--- src/hw/rtl/pca_pkg.sv ---
// ---------------------------------------------------------------------------
// pca_pkg
// Shared constants and payload types of the peak centroid accumulator.
// ---------------------------------------------------------------------------
`default_nettype none

package pca_pkg;

    // Default configuration of the accumulator.
    localparam int MAX_SAMPLES   = 512;
    localparam int FRACTION_BITS = 8;

    // Fixed field widths of the input and result items.
    localparam int SAMPLE_BITS  = 12;
    localparam int COLUMN_W     = 8;
    localparam int BUCKET_W     = 9;
    localparam int PEAK_SUM_W   = 21;
    localparam int CENTROID_W   = 17;
    localparam int COUNT_OUT_W  = 10;

    typedef struct packed {
        logic [SAMPLE_BITS-1:0] sample;
        logic [COLUMN_W-1:0]    pad_column;
        logic [BUCKET_W-1:0]    time_bucket;
        logic                   last_sample;
    } t_in_item;

    typedef struct packed {
        logic [PEAK_SUM_W-1:0]  peak_sum;
        logic [CENTROID_W-1:0]  centroid;
        logic [SAMPLE_BITS-1:0] max_value;
        logic [COLUMN_W-1:0]    max_column;
        logic [BUCKET_W-1:0]    max_bucket;
        logic [SAMPLE_BITS-1:0] min_value;
        logic [COUNT_OUT_W-1:0] sample_count;
        logic                   zero_sum;
        logic                   overflowed;
    } t_out_item;

endpackage

`default_nettype wire

--- src/hw/rtl/pca_divider.sv ---
// ---------------------------------------------------------------------------
// pca_divider
// Restoring divider, one quotient bit per cycle, for the centroid division.
// ---------------------------------------------------------------------------
`default_nettype none

module pca_divider #(
    parameter int NUM_W = 38,
    parameter int DEN_W = 22
) (
    input  wire logic             i_clk,
    input  wire logic             i_rst_n,
    input  wire logic             i_start,
    input  wire logic [NUM_W-1:0] i_num,
    input  wire logic [DEN_W-1:0] i_den,
    output logic                  o_busy,
    output logic                  o_done,
    output logic [NUM_W-1:0]      o_quot
);

    localparam int CNT_W = $clog2(NUM_W + 1);

    logic             r_busy;
    logic             r_done;
    logic [CNT_W-1:0] r_cnt;
    logic [DEN_W-1:0] r_rem;
    logic [DEN_W-1:0] r_den;
    logic [NUM_W-1:0] r_quo;

    logic [DEN_W:0]   shifted;
    logic [DEN_W:0]   diff;
    logic             fits;
    logic [DEN_W-1:0] n_rem;
    logic [NUM_W-1:0] n_quo;

    // One compare and subtract per cycle on the partial remainder.
    always_comb begin
        shifted = {r_rem, r_quo[NUM_W-1]};
        diff    = shifted - {1'b0, r_den};
        fits    = (shifted >= {1'b0, r_den});
        n_rem   = fits ? diff[DEN_W-1:0] : shifted[DEN_W-1:0];
        n_quo   = {r_quo[NUM_W-2:0], fits};
    end

    always_ff @(posedge i_clk) begin
        if (!i_rst_n) begin
            r_busy <= 1'b0;
            r_done <= 1'b0;
            r_cnt  <= '0;
        end else begin
            r_done <= 1'b0;
            if (i_start && !r_busy) begin
                r_busy <= 1'b1;
                r_cnt  <= CNT_W'(NUM_W);
            end else if (r_busy) begin
                r_cnt <= r_cnt - 1'b1;
                if (r_cnt == CNT_W'(1)) begin
                    r_busy <= 1'b0;
                    r_done <= 1'b1;
                end
            end
        end
    end

    always_ff @(posedge i_clk) begin
        if (i_start && !r_busy) begin
            r_rem <= '0;
            r_den <= i_den;
            r_quo <= i_num;
        end else if (r_busy) begin
            r_rem <= n_rem;
            r_quo <= n_quo;
        end
    end

    assign o_busy = r_busy;
    assign o_done = r_done;
    assign o_quot = r_quo;

    // The remainder of a restoring division stays below the divisor.
    a_rem_below_den: assert property (@(posedge i_clk) disable iff (!i_rst_n)
        (r_busy && r_den != '0) |-> (r_rem < r_den))
        else $error("divider remainder not below divisor");

    a_done_after_busy: assert property (@(posedge i_clk) disable iff (!i_rst_n)
        r_done |-> $past(r_busy))
        else $error("divider done without a running division");

    a_no_start_busy: assert property (@(posedge i_clk) disable iff (!i_rst_n)
        $rose(r_busy) |-> (r_cnt == CNT_W'(NUM_W)))
        else $error("divider started with a wrong step count");

endmodule

`default_nettype wire

--- src/hw/rtl/peak_centroid_accumulator.sv ---
// ---------------------------------------------------------------------------
// peak_centroid_accumulator
// Accumulates the samples of one detector peak and, on the last sample,
// reports sum, extremes, count and the charge-weighted centroid.
// ---------------------------------------------------------------------------
//
//   Channel   Direction  Handshake                 Payload
//   input     in         i_in_valid / o_in_ready   i_in_data  (t_in_item)
//   result    out        o_out_valid / i_out_ready o_out_data (t_out_item)
//
// A sample without the last flag is accumulated while o_in_ready stays high.
// A closing sample starts the restoring divider, which produces one quotient bit
// per cycle; the output register is then loaded, and o_in_ready stays low until
// the division has ended and its result has moved to the output register.
// A result still waiting on i_out_ready when a division ends holds the block
// until that result has been transferred.
// Reset is synchronous and active low; it clears all accumulators.
// ---------------------------------------------------------------------------
`default_nettype none

module peak_centroid_accumulator #(
    parameter int MAX_SAMPLES   = pca_pkg::MAX_SAMPLES,
    parameter int FRACTION_BITS = pca_pkg::FRACTION_BITS
) (
    input  wire logic              i_clk,
    input  wire logic              i_rst_n,
    input  wire logic              i_in_valid,
    output logic                   o_in_ready,
    input  wire pca_pkg::t_in_item i_in_data,
    output logic                   o_out_valid,
    input  wire logic              i_out_ready,
    output pca_pkg::t_out_item     o_out_data
);

    import pca_pkg::*;

    localparam int CNT_W = $clog2(MAX_SAMPLES + 1);
    localparam int SUM_W = SAMPLE_BITS + CNT_W;
    localparam int WS_W  = SAMPLE_BITS + 2 * CNT_W;
    localparam int PRD_W = SAMPLE_BITS + CNT_W;
    localparam int NUM_W = WS_W + FRACTION_BITS;

    localparam logic [1:0] ST_IDLE = 2'd0;
    localparam logic [1:0] ST_DIV  = 2'd1;
    localparam logic [1:0] ST_HOLD = 2'd2;

    logic [1:0]             r_state;
    logic [SUM_W-1:0]       r_sum;
    logic [WS_W-1:0]        r_wsum;
    logic [CNT_W-1:0]       r_count;
    logic [SAMPLE_BITS-1:0] r_max;
    logic [COLUMN_W-1:0]    r_max_col;
    logic [BUCKET_W-1:0]    r_max_bkt;
    logic [SAMPLE_BITS-1:0] r_min;
    logic                   r_dropped;
    logic                   r_out_valid;
    t_out_item              r_pend;
    t_out_item              r_out_data;

    logic [SUM_W-1:0]       n_sum;
    logic [WS_W-1:0]        n_wsum;
    logic [CNT_W-1:0]       n_count;
    logic [SAMPLE_BITS-1:0] n_max;
    logic [COLUMN_W-1:0]    n_max_col;
    logic [BUCKET_W-1:0]    n_max_bkt;
    logic [SAMPLE_BITS-1:0] n_min;
    logic                   n_dropped;
    t_out_item              n_pend;
    t_out_item              n_out_data;

    logic [PRD_W-1:0]       product;
    logic                   full;
    logic                   in_xfer;
    logic                   slot_free;
    logic                   out_load;
    logic                   div_start;
    logic                   div_busy;
    logic                   div_done;
    logic [NUM_W-1:0]       div_num;
    logic [NUM_W-1:0]       div_quot;
    logic                   cent_sat;

    assign in_xfer   = i_in_valid && o_in_ready;
    assign slot_free = !r_out_valid || i_out_ready;
    assign full      = (r_count >= CNT_W'(MAX_SAMPLES));
    assign product   = PRD_W'(i_in_data.sample) * PRD_W'(r_count);

    // The finished centroid moves to the output register once the slot is free.
    assign out_load  = slot_free &&
                       (((r_state == ST_DIV) && div_done) || (r_state == ST_HOLD));

    // Accumulator update for the sample on the input port.
    always_comb begin
        n_sum     = r_sum;
        n_wsum    = r_wsum;
        n_count   = r_count;
        n_max     = r_max;
        n_max_col = r_max_col;
        n_max_bkt = r_max_bkt;
        n_min     = r_min;
        n_dropped = r_dropped;
        if (full) begin
            n_dropped = 1'b1;
        end else begin
            n_sum   = r_sum + SUM_W'(i_in_data.sample);
            n_wsum  = r_wsum + WS_W'(product);
            n_count = r_count + 1'b1;
            // Only a strictly greater sample moves the recorded position.
            if (i_in_data.sample > r_max) begin
                n_max     = i_in_data.sample;
                n_max_col = i_in_data.pad_column;
                n_max_bkt = i_in_data.time_bucket;
            end
            if (i_in_data.sample < r_min) begin
                n_min = i_in_data.sample;
            end
        end
    end

    always_comb begin
        n_pend              = '0;
        n_pend.peak_sum     = PEAK_SUM_W'(n_sum);
        n_pend.max_value    = n_max;
        n_pend.max_column   = n_max_col;
        n_pend.max_bucket   = n_max_bkt;
        n_pend.min_value    = n_min;
        n_pend.sample_count = COUNT_OUT_W'(n_count);
        n_pend.zero_sum     = (n_sum == '0);
        n_pend.overflowed   = n_dropped;
    end

    assign div_start = in_xfer && i_in_data.last_sample;
    assign div_num   = NUM_W'(n_wsum) << FRACTION_BITS;

    pca_divider #(
        .NUM_W (NUM_W),
        .DEN_W (SUM_W)
    ) u_divider (
        .i_clk   (i_clk),
        .i_rst_n (i_rst_n),
        .i_start (div_start),
        .i_num   (div_num),
        .i_den   (n_sum),
        .o_busy  (div_busy),
        .o_done  (div_done),
        .o_quot  (div_quot)
    );

    // A quotient wider than the centroid field saturates; a zero sum gives 0.
    assign cent_sat = |(div_quot >> CENTROID_W);

    always_comb begin
        n_out_data = r_pend;
        if (r_pend.zero_sum) begin
            n_out_data.centroid = '0;
        end else if (cent_sat) begin
            n_out_data.centroid = '1;
        end else begin
            n_out_data.centroid = CENTROID_W'(div_quot);
        end
    end

    always_ff @(posedge i_clk) begin
        if (!i_rst_n) begin
            r_state     <= ST_IDLE;
            r_out_valid <= 1'b0;
            r_sum       <= '0;
            r_wsum      <= '0;
            r_count     <= '0;
            r_max       <= '0;
            r_max_col   <= '0;
            r_max_bkt   <= '0;
            r_min       <= '1;
            r_dropped   <= 1'b0;
        end else begin
            if (out_load) begin
                r_out_valid <= 1'b1;
            end else if (r_out_valid && i_out_ready) begin
                r_out_valid <= 1'b0;
            end
            unique case (r_state)
                ST_IDLE: begin
                    if (in_xfer) begin
                        if (i_in_data.last_sample) begin
                            r_sum     <= '0;
                            r_wsum    <= '0;
                            r_count   <= '0;
                            r_max     <= '0;
                            r_max_col <= '0;
                            r_max_bkt <= '0;
                            r_min     <= '1;
                            r_dropped <= 1'b0;
                            r_state   <= ST_DIV;
                        end else begin
                            r_sum     <= n_sum;
                            r_wsum    <= n_wsum;
                            r_count   <= n_count;
                            r_max     <= n_max;
                            r_max_col <= n_max_col;
                            r_max_bkt <= n_max_bkt;
                            r_min     <= n_min;
                            r_dropped <= n_dropped;
                        end
                    end
                end
                ST_DIV: begin
                    if (div_done) begin
                        if (slot_free) begin
                            r_state <= ST_IDLE;
                        end else begin
                            r_state <= ST_HOLD;
                        end
                    end
                end
                ST_HOLD: begin
                    if (slot_free) begin
                        r_state <= ST_IDLE;
                    end
                end
                default: begin
                    r_state <= ST_IDLE;
                end
            endcase
        end
    end

    always_ff @(posedge i_clk) begin
        if (div_start) begin
            r_pend <= n_pend;
        end
        if (out_load) begin
            r_out_data <= n_out_data;
        end
    end

    assign o_in_ready  = (r_state == ST_IDLE);
    assign o_out_valid = r_out_valid;
    assign o_out_data  = r_out_data;

    a_ready_not_dividing: assert property (@(posedge i_clk) disable iff (!i_rst_n)
        o_in_ready |-> !div_busy)
        else $error("input ready while the divider is running");

    a_count_bounded: assert property (@(posedge i_clk) disable iff (!i_rst_n)
        r_count <= CNT_W'(MAX_SAMPLES))
        else $error("sample count above its limit");

    a_cleared_after_last: assert property (@(posedge i_clk) disable iff (!i_rst_n)
        (in_xfer && i_in_data.last_sample) |=>
            (r_count == '0 && r_sum == '0 && r_wsum == '0 && !r_dropped))
        else $error("accumulators not cleared after a closing transfer");

    a_result_from_division: assert property (@(posedge i_clk) disable iff (!i_rst_n)
        $rose(r_out_valid) |-> ($past(r_state) == ST_DIV || $past(r_state) == ST_HOLD))
        else $error("result raised without a finished division");

endmodule

`default_nettype wire
--- config.mk ---
export PLATFORM = sky130hd
export DESIGN_NAME = peak_centroid_accumulator
export DESIGN_NICKNAME = d
export VERILOG_FILES = /design/src/hw/rtl/pca_pkg.sv /design/src/hw/rtl/pca_divider.sv /design/src/hw/rtl/peak_centroid_accumulator.sv
export SDC_FILE = /design/constraint.sdc
export NUM_CORES = 1
export LEC_CHECK = 0
export ABC_AREA = 1
export BUFFER_PORTS_ARGS = -buffer_cell sky130_fd_sc_hd__buf_4
export CAP_MARGIN = 40
export CORE_UTILIZATION = 62
export CTS_BUF_LIST = sky130_fd_sc_hd__clkbuf_16
export CTS_CLUSTER_SIZE = 20
export DETAILED_ROUTE_END_ITERATION = 7
export MAX_ROUTING_LAYER = met4
export PLACE_DENSITY = 0.87
export SLEW_MARGIN = 20
export SYNTH_ARGS = -nofsm -noshare
export SYNTH_HDL_FRONTEND = slang
export SYNTH_SLANG_ARGS = --single-unit
--- constraint.sdc ---
create_clock -name i_clk -period 7.15 [get_ports i_clk]
set_input_delay 1.0725 -clock i_clk [delete_from_list [all_inputs] [get_ports i_clk]]
set_output_delay 1.0725 -clock i_clk [all_outputs]
set_load 0.02 [all_outputs]
======== Word-level counts from Yosys, hierarchy flattened ========
Index checks and enable logic that the tools add are counted.
Widths: inputs -> output; s select.
operators by class
  add/subtract/negate cells ............... 5
  $mul .................................... 1
  divide/modulo/power cells ............... 0
  order comparisons ....................... 4
  eq/ne operators ......................... 7
  shift operators ......................... 0
  mux-type cells .......................... 38
  bitwise gates (word level) .............. 2
  reduce and logical (&&, ||, !) cells .... 19
operators with widths
  kind                   count
  $mux 40                2
  $mux 12                6
  $mux 22                3
  $mux 32                2
  $add 32x22->32         1
  $mux 9                 3
  $mux 8                 3
  $ge 23x22->1           1
  $reduce_or 23->1       1
  $add 22x12->22         1
  $logic_not 22->1       1
  $mul 12x10->22         1
  $sub 22x22->22         1
  $mux 10                2
  $mux 17                1
  $gt 12x12->1           1
  $lt 12x12->1           1
  $mux 6                 2
  $add 10x1->10 const B  1
  $ge 10x10->1 const B   1
  $mux 2                 5
  $mux 1                 8
  $eq 6x1->1 const B     1
  $logic_and 1x1->1      6
  15 further kinds       21
word-level totals
  register bits ........................... 366
  latch bits .............................. 0
  RAM bits ................................ 0
  ROM bits ................................ 0
  bits of input ports ..................... 34
  output and inout port bits .............. 93
  memories ................................ 0

======== Depth between registers and ports, before layout ========
Gate-level depths: netlist of the first run.
  depth in word-level cells ............... 5
  depth in mapped cells ................... 29
  gate-level depth less buffers ........... 27

======== By module ========
A second synthesis of the first run with hierarchy kept.
unflattened totals
  cell total of the unflattened synthesis .. 2911
  area total of the unflattened synthesis .. 23472.5 sq um
by module, submodules not included
  module                     instances  cells each  area an instance (sq um)  sequential area each (sq um)
  peak_centroid_accumulator  1          2174        17943.5                   7136.8
  pca_divider                1          737         5529.1                    2462.4

======== Worst setup path before layout of the first run ========
OpenSTA, ideal clock, no wires.
  kind .................................... input -> register
  start ................................... in i_out_ready
  end ..................................... reg r_out_data, in the netlist o_out_data[0], enable pin
  setup time .............................. 0.571 ns
  data arrival time ....................... 5.541 ns
  setup slack ............................. 1.038 ns
  cell stages on the path ................. 2
  path buffers ............................ 0
  cell sequence ........................... nor2_1 -> a21oi_1
between the ends
  cells in the longest elaborated chain, start to end .. 2
RTL lines
  element                 RTL line                          source
  start: declaration      peak_centroid_accumulator.sv:31   input wire logic i_out_ready,
  $logic_or 1x1->1        peak_centroid_accumulator.sv:84   assign slot_free = !r_out_valid || i_out_ready;
  $logic_and 1x1->1       peak_centroid_accumulator.sv:89   assign out_load = slot_free &&
  net out_load            peak_centroid_accumulator.sv:75   logic out_load;
  end signal: assignment  peak_centroid_accumulator.sv:232  r_out_data <= n_out_data;
  end: declaration        peak_centroid_accumulator.sv:58   t_out_item r_out_data;
The timed path passes the listed nets, and every way through them passes these cells.
A chain may end at the register's enable or synchronous reset.

======== Worst setup path after layout of the first run ========
  start ................................... reg r_count[9]
  end ..................................... reg u_divider.r_quo[34] (netlist: u_divider.o_quot[34]) (data pin)
between the ends
  cells in the longest elaborated chain, start to end .. 4
  elaborated cells between the ends (all ways) .. 5
  those cells by class .................... add/sub (1); mul (1); order compare (1); mux (2)
RTL lines
  element                   RTL line                          source
  start: declaration        peak_centroid_accumulator.sv:50   logic [CNT_W-1:0] r_count;
  start signal: assignment  peak_centroid_accumulator.sv:197  r_count <= n_count;
  $mul 12x10->22            peak_centroid_accumulator.sv:86   assign product = PRD_W'(i_in_data.sample) * PRD_W'(r_count);
  $add 32x22->32            peak_centroid_accumulator.sv:106  n_wsum = r_wsum + WS_W'(product);
  $mux 32 (*)               peak_centroid_accumulator.sv:102  if (full) begin
  $mux 40 (*)               pca_divider.sv:66                 if (i_start && !r_busy) begin
  end signal: assignment    pca_divider.sv:69                 r_quo <= i_num;
  end signal: assignment    pca_divider.sv:72                 r_quo <= n_quo;
  end: declaration          pca_divider.sv:28                 logic [NUM_W-1:0] r_quo;
Mark *: on every way between the ends. The rest lies on a longest branch, timed or not.

==> summary.txt, run 1 <==
Synth top area share: 0.288
Routed WL per cell: 17.2 um
H-tree depth: 2
PnR worst setup slack: 1.33 ns
Distinct cells, synth: 49
port bufs: 126
Placer Congestion: 1.01
detailed placement HPWL: 42.1 mm
ranking of synthesized cells by area: edfxtp_1, nand2_1, dfxtp_1
Finished Core Util: 0.707
pwr/cell area: 220 nW/um^2
Root Buffer: clkbuf_16
Fin Setup TNS: 0 ns
CTS Buf Count: 38
Syn Nets: 3077
hold_buf cts: 0
Internal: 0.00387 W
drt first pass iters: 6
DR iter-0 viols: 1565
EDFF count, synth: 219
core area: 35900 um^2
sw frac: 0.308
status: completed
Sw Pwr: 0.00172 W
Synth Register Bits: 366
Clk pin slew, worst setup/hold paths: 0.06 ns
vias in the first global route: 19600
Leakage Power: 12.3 nW
Syn Inst Count: 2818
skew final: 0.0340 ns
DP Worst Slack: 0.909 ns
clock latency on the worst-skew pair: 0.58 ns
Inst Count DP: 3327
Routed WL: 58.5 mm
count leader, synth: nand2_1
placed cell area: 24100 um^2
# rows: 69
Seq pwr share: 0.441
DIE AREA: 37600 um^2
Final ANT Viol Nets: 0
final std cells w/o fill: 3400
Fin. Hold Viols: 0
Comb pwr share: 0.213
first-pass GRT wire length: 95.9 mm
Yosys warning count: 0
Syn-to-layout area delta: 11.2%
leading area contributor after synthesis: edfxtp_1
TritonCTS clock tree: yes
clock sinks: 366
worst min-delay path class: reg2reg
Longest Clk Path Bufs: 3
critical path endpoint category: register
fin crit period: 5.82 ns
Max transition margin: 0.470
final instance area: 25400 um^2
async set-reset flop share out of synthesis: 0
RSZ-0062 raised after global routing: false
type of origin of the critical path: register
critical path type: reg2reg
mean post-synth cell area: 8.10 um^2
Initial Util: 0.635
final setup fails: 0
largest net degree at the start of global routing: 83
NumNets Final: 3168
synth cell count leaders: nand2_1, inv_1, edfxtp_1
Worst IR Drop VDD: 0.000193 V
CP Data Arrival Time: 6.11 ns
Mapped Area: 22800 um^2
DR vias: 19100
final slew viol count: 0
Least-Margin Pin Slew: 0.796 ns
# diodes: 0
max-cap viol count: 0
clock power share: 0.347
period utilisation layout: 0.814
Die W: 194 um
total global routing track utilization: 0.329
Post-synth top flop: edfxtp_1
post-synthesis sequential area ratio: 0.417
# IOs: 127
Die Y: 194 um
crit path max fanout: 14
fmax: 0.172 GHz
Via-to-Cell Ratio: 5.60
GR Overflow Total: 0
setup bufs post-CTS: 0
share of cells above drive strength 1: 0.0905
PostCTS Resize Cnt: 0
Crit path required time: 7.44 ns
DRC Markers: 0
initial antenna violation count: 0
worst max-delay path, cell delays in order (launching register included):
cell and delay, ns:
dfxtp_1 0.51, buf_4 0.31, nand2_1 0.08, inv_1 0.06, fa_1 0.54, inv_1 0.06, fa_1 0.53, inv_1 0.05
fa_1 0.50, fa_1 0.55, inv_1 0.05, fa_1 0.52, inv_1 0.04, ha_1 0.38, nand2_1 0.12, nor2_1 0.17
inv_1 0.09, nor3_1 0.34, nand3_1 0.13, nand3_1 0.17, nand2_1 0.07, nand2_1 0.06, nand2_1 0.06, nand2_1 0.05
o21ai_0 0.09
power groups by stage:
stage / logic, W / registers [W] / clock network [W]
after CTS: 0.00118 / 0.00246 / 0.00196
after floorplan: 0.000922 / 0.00248 / 0
after global routing: 0.00134 / 0.00248 / 0.00204
final: 0.00119 / 0.00247 / 0.00194
after global placement: 0.00113 / 0.00250 / 0
after detailed placement: 0.00116 / 0.00251 / 0
cell families after synthesis:
family,count (synthesis),share of synthesized area
buffers and inverters,623,0.106
AOI/OAI and AO/OA,305,0.0752
xor gates and xnor gates,27,0.0107
and+or+nand+nor,1272,0.233
adders and majority gates,225,0.157
DFF,366,0.417
layout make-up:
cell class                 count  area [um^2]
multi-input combinational   1829        10900
fill                        2716        10500
sequential                   366         9520
inverter                     525         1970
timing repair buffer         149         1200
clock buffer                  39          976
tap                          461          577
clock inverter                31          238
layout by cell type (no fill, tap or decap), types with 5 or more instances in the layout:
cell       instances
dfxtp_1          147
nand3b_1          11
clkinv_1          11
o21bai_1           8
o21ai_0           50
nor3_1            19
a21o_1             5
or2_2             16
nand3_1          176
xnor2_1           16
o21ai_2           13
nand2_2            6
buf_4            145
ha_1             123
clkbuf_16         39
o22ai_1            6
a21oi_1          175
o21ai_1           10
fa_1             102
o211ai_1           8
nand4_1           23
inv_1            524
nand2_1          849
inv_2              9
and2_1            18
xor2_1            10
a22oi_1           16
edfxtp_1         219
nor2_1           132
final timing paths:
check / startpoint / endpoint / slack, ns / cells after the start
min: n_out_data[46] / o_out_data[46] / 0.41 / 0
max: r_count[9] / u_divider.o_quot[34] / 1.33 / 24
max reg2reg: r_count[9] / u_divider.o_quot[34] / 1.33 / 24
min reg2reg: n_out_data[46] / o_out_data[46] / 0.41 / 0
metal layers:
layer | track usage | part of all wire | up-vias
met2 | 0.559 | 0.50 | 774
met5 | - | 0 | -
met3 | 0.0484 | 0.071 | 217
met4 | 0.155 | 0.047 | 0
met1 | 0.385 | 0.38 | 8983
li1 | - | - | 9078
state kept, by name (all words and copies together) (netlist names), 12 cells and up:
register / flops
o_out_data: 91
n_out_data: 74
u_divider.o_quot: 40
r_wsum: 32
r_sum: 22
u_divider.r_den: 22
u_divider.r_rem: 22
r_max: 12
r_min: 12
stage by stage:
step                      power, W  hold slack, ns
after floorplan            0.00340           0.400
after global placement     0.00363           0.402
after detailed placement   0.00367           0.405
after CTS                  0.00561           0.408
after global routing       0.00587           0.419
final                      0.00560           0.408
Note: power is estimated with default switching activity, not from simulation.
==> run 2, diff against run 1 <==
--- a/config.mk
+++ b/config.mk
@@ -8,12 +8,12 @@
 export ABC_AREA = 1
 export BUFFER_PORTS_ARGS = -buffer_cell sky130_fd_sc_hd__buf_4
 export CAP_MARGIN = 40
-export CORE_UTILIZATION = 62
+export CORE_UTILIZATION = 56
 export CTS_BUF_LIST = sky130_fd_sc_hd__clkbuf_16
 export CTS_CLUSTER_SIZE = 20
 export DETAILED_ROUTE_END_ITERATION = 7
 export MAX_ROUTING_LAYER = met4
-export PLACE_DENSITY = 0.87
+export PLACE_DENSITY = 0.83
 export SLEW_MARGIN = 20
 export SYNTH_ARGS = -nofsm -noshare
 export SYNTH_HDL_FRONTEND = slang
==> constraint.sdc (replaced) <==
create_clock -name i_clk -period 5.3 [get_ports i_clk]
set_input_delay 0.795 -clock i_clk [delete_from_list [all_inputs] [get_ports i_clk]]
set_output_delay 0.795 -clock i_clk [all_outputs]
set_load 0.02 [all_outputs]
==> run 2 against run 1 <==
  * Sequential cell count did not move
  * Power rose by 37%
  * Clock power rose by 40%
  * Cell count rose by 4.6%
  * Combinational power rose by 38%
  * Count of clock-buffer cells in the layout did not move
  * Wire length rose by 3.4%
  * Non-clock buffer count rose by 93
  * Die area rose by 11%
==> summary.txt, run 2 (synthesized netlist as in run 1, its figures left out) <==
status: completed
fill cell count: 3190 (+17%)
Least-Margin Pin Slew: 0.852 ns (+0.0563 ns)
Die Y: 204 um (+5.2%)
Sw Pwr: 0.00234 W (+36%)
crit-path leading delay family: adder cells
Worst Path Buf+Inv: 6 (-1)
worst hold slack: 0.413 ns (+0.00529 ns)
max FFs per register: 91 (unchanged)
initial antenna violation count: 0 (unchanged)
crit-path max cell delay: 0.55 ns (about the same)
H-tree depth: 2 (unchanged)
Crit path required time: 5.59 ns (-1.85 ns)
worst min-delay path class: reg2reg
DR iter-0 viols: 1667 (+6.5%)
reg2reg path depth: 20 (-17%)
Worst path depth: 20 (-17%)
crit path max fanout: 9 (-5)
vias in the first global route: 19400 (-1.1%)
clock latency on the worst-skew pair: 0.57 ns (about the same)
final setup fails: 0 (unchanged)
fmax: 0.194 GHz (+13%)
DR vias: 19400 (+1.8%)
Worst IR Drop VDD: 0.000210 V (+8.7%)
Leakage Power: 12.9 nW (+4.9%)
Internal: 0.00534 W (+38%)
Routed WL per cell: 17.0 um (-1.2%)
Most Frequent Cell on Critical Path: fa_1
WHS Path Cells: 0 (unchanged)
most frequent cells in the layout: nand2_1, inv_1, buf_4
Final ANT Viol Nets: 0 (unchanged)
total global routing track utilization: 0.304 (-0.0252)
DRC Markers: 0 (unchanged)
RSZ-0062 raised after global routing: true
# rows: 73 (+5.8%)
largest net degree at the start of global routing: 75 (-9.6%)
port bufs: 126 (unchanged)
Max transition margin: 0.431 (-0.0383)
CTS Buf Count: 38 (unchanged)
internal reg-to-reg setup slack: 0.14 ns (-1.19 ns)
Seq pwr share: 0.433 (-0.008)
commonest non-fill, non-tap cell in the layout: nand2_1
fin crit period: 5.16 ns (-0.664 ns)
drt first pass iters: 5 (-1)
Critical-path top delay cell: fa_1
final slew viol count: 0 (unchanged)
Die W: 204 um (+5.2%)
clock power share: 0.353 (+0.006)
Via-to-Cell Ratio: 5.46 (-2.7%)
first-pass GRT wire length: 96.8 mm (+0.91%)
clock sinks: 366 (unchanged)
period utilisation layout: 0.973 (+0.159)
Root Buffer: clkbuf_16
max-cap viol count: 0 (unchanged)
pwr/cell area: 289 nW/um^2 (+31%)
Routed WL: 60.4 mm (+3.4%)
Comb pwr share: 0.214 (about the same)
critical path type: reg2reg
Initial Util: 0.572 (-0.0637)
# diodes: 0 (unchanged)
skew final: 0.0257 ns (-0.00834 ns)
Placer Congestion: 0.987 (-2.1%)
Fin. Hold Viols: 0 (unchanged)
Syn-to-layout area delta: 16.4%
Clk pin slew, worst setup/hold paths: 0.06 ns (about the same)
share of cells above drive strength 1: 0.141 (+0.0507)
NumNets Final: 3261 (+2.9%)
placed cell area: 24900 um^2 (+3.3%)
core area: 39900 um^2 (+11%)
CP Data Arrival Time: 5.45 ns (-0.66 ns)
DIE AREA: 41600 um^2 (+11%)
TritonCTS clock tree: yes
type of origin of the critical path: register
critical path endpoint category: register
# IOs: 127 (unchanged)
sw frac: 0.304 (-0.00332)
GR Overflow Total: 0 (unchanged)
final instance area: 26600 um^2 (+4.6%)
CP Cell Sequence: buf_12 -> nand2_1 -> inv_1 -> fa_1 -> fa_1 -> fa_1 -> fa_1 -> inv_1 -> fa_1 -> inv_1 -> ha_4 -> buf_4 -> nand2_2 -> inv_1 -> a21oi_2 -> nand3_2 -> nor2_1 -> o21ai_1 -> o21ai_1 -> o21ai_0
Longest Clk Path Bufs: 3 (unchanged)
detailed placement HPWL: 44.2 mm (+5.0%)
run 2: cell count changes in the layout (fill, tap and decap cells not counted), sizes merged:
cell / delta
buf: +93
clkinv: -7
bufinv: +2
inv: +4
run 2: worst paths after layout:
kind                                    start              endpoint
worst max register to register     r_count[9]  u_divider.o_quot[22]
worst max-delay path               r_count[9]  u_divider.o_quot[22]
worst min register to register  n_out_data[9]         o_out_data[9]
worst min-delay path            n_out_data[9]         o_out_data[9]
run 2: repair_timing:
action | CTS | global route
hold buffers | 0 | 0
buffers inserted | 0 | 4
resized for setup | 19 | 68
pin swaps | 1 | 28
endpoints found under the setup margin | 27 | 44
run 2: area by class of cell:
cell class,instances,area (um^2),area share
Sequential cell,366,9550,0.359
Multi-Input combinational cell,1829,11200,0.422
Tap cell,525,657,0.0247
Inverter,525,1970,0.0742
Clock buffer,39,976,0.0368
Timing Repair Buffer,242,1920,0.0723
Clock inverter,30,269,0.0101
run 2: through the flow:
stage	setup TNS [ns]	total power [W]	std cells	setup slack, ns	util
floorplan	-0.00150	0.00459	2818	-0.00150	-
detailed placement	-17.31	0.00498	3482	-0.597	0.624
global placement	-13.80	0.00491	3478	-0.559	0.622
finish	0	0.00767	3556	0.143	0.665
CTS	-0.0260	0.00767	3551	-0.0133	0.657
global route	-0.167	0.00802	3556	-0.0336	0.665
run 2: routing by layer:
layer	part of all wire	GRT usage	routed length (um)	up-vias
li1	-	-	-	9257
met1	0.39	0.359	23900	9247
met3	0.063	0.0453	3820	163
met2	0.51	0.521	30500	731
met4	0.037	0.118	2210	0
met5	0	-	0	-
run 2: power by group through the flow:
stage                     logic, W  clock network (W)  registers, W
after global routing       0.00183            0.00285       0.00334
after floorplan            0.00124                  0       0.00334
final                      0.00164            0.00271       0.00332
after CTS                  0.00161            0.00274       0.00332
after detailed placement   0.00160                  0       0.00338
after global placement     0.00154                  0       0.00337
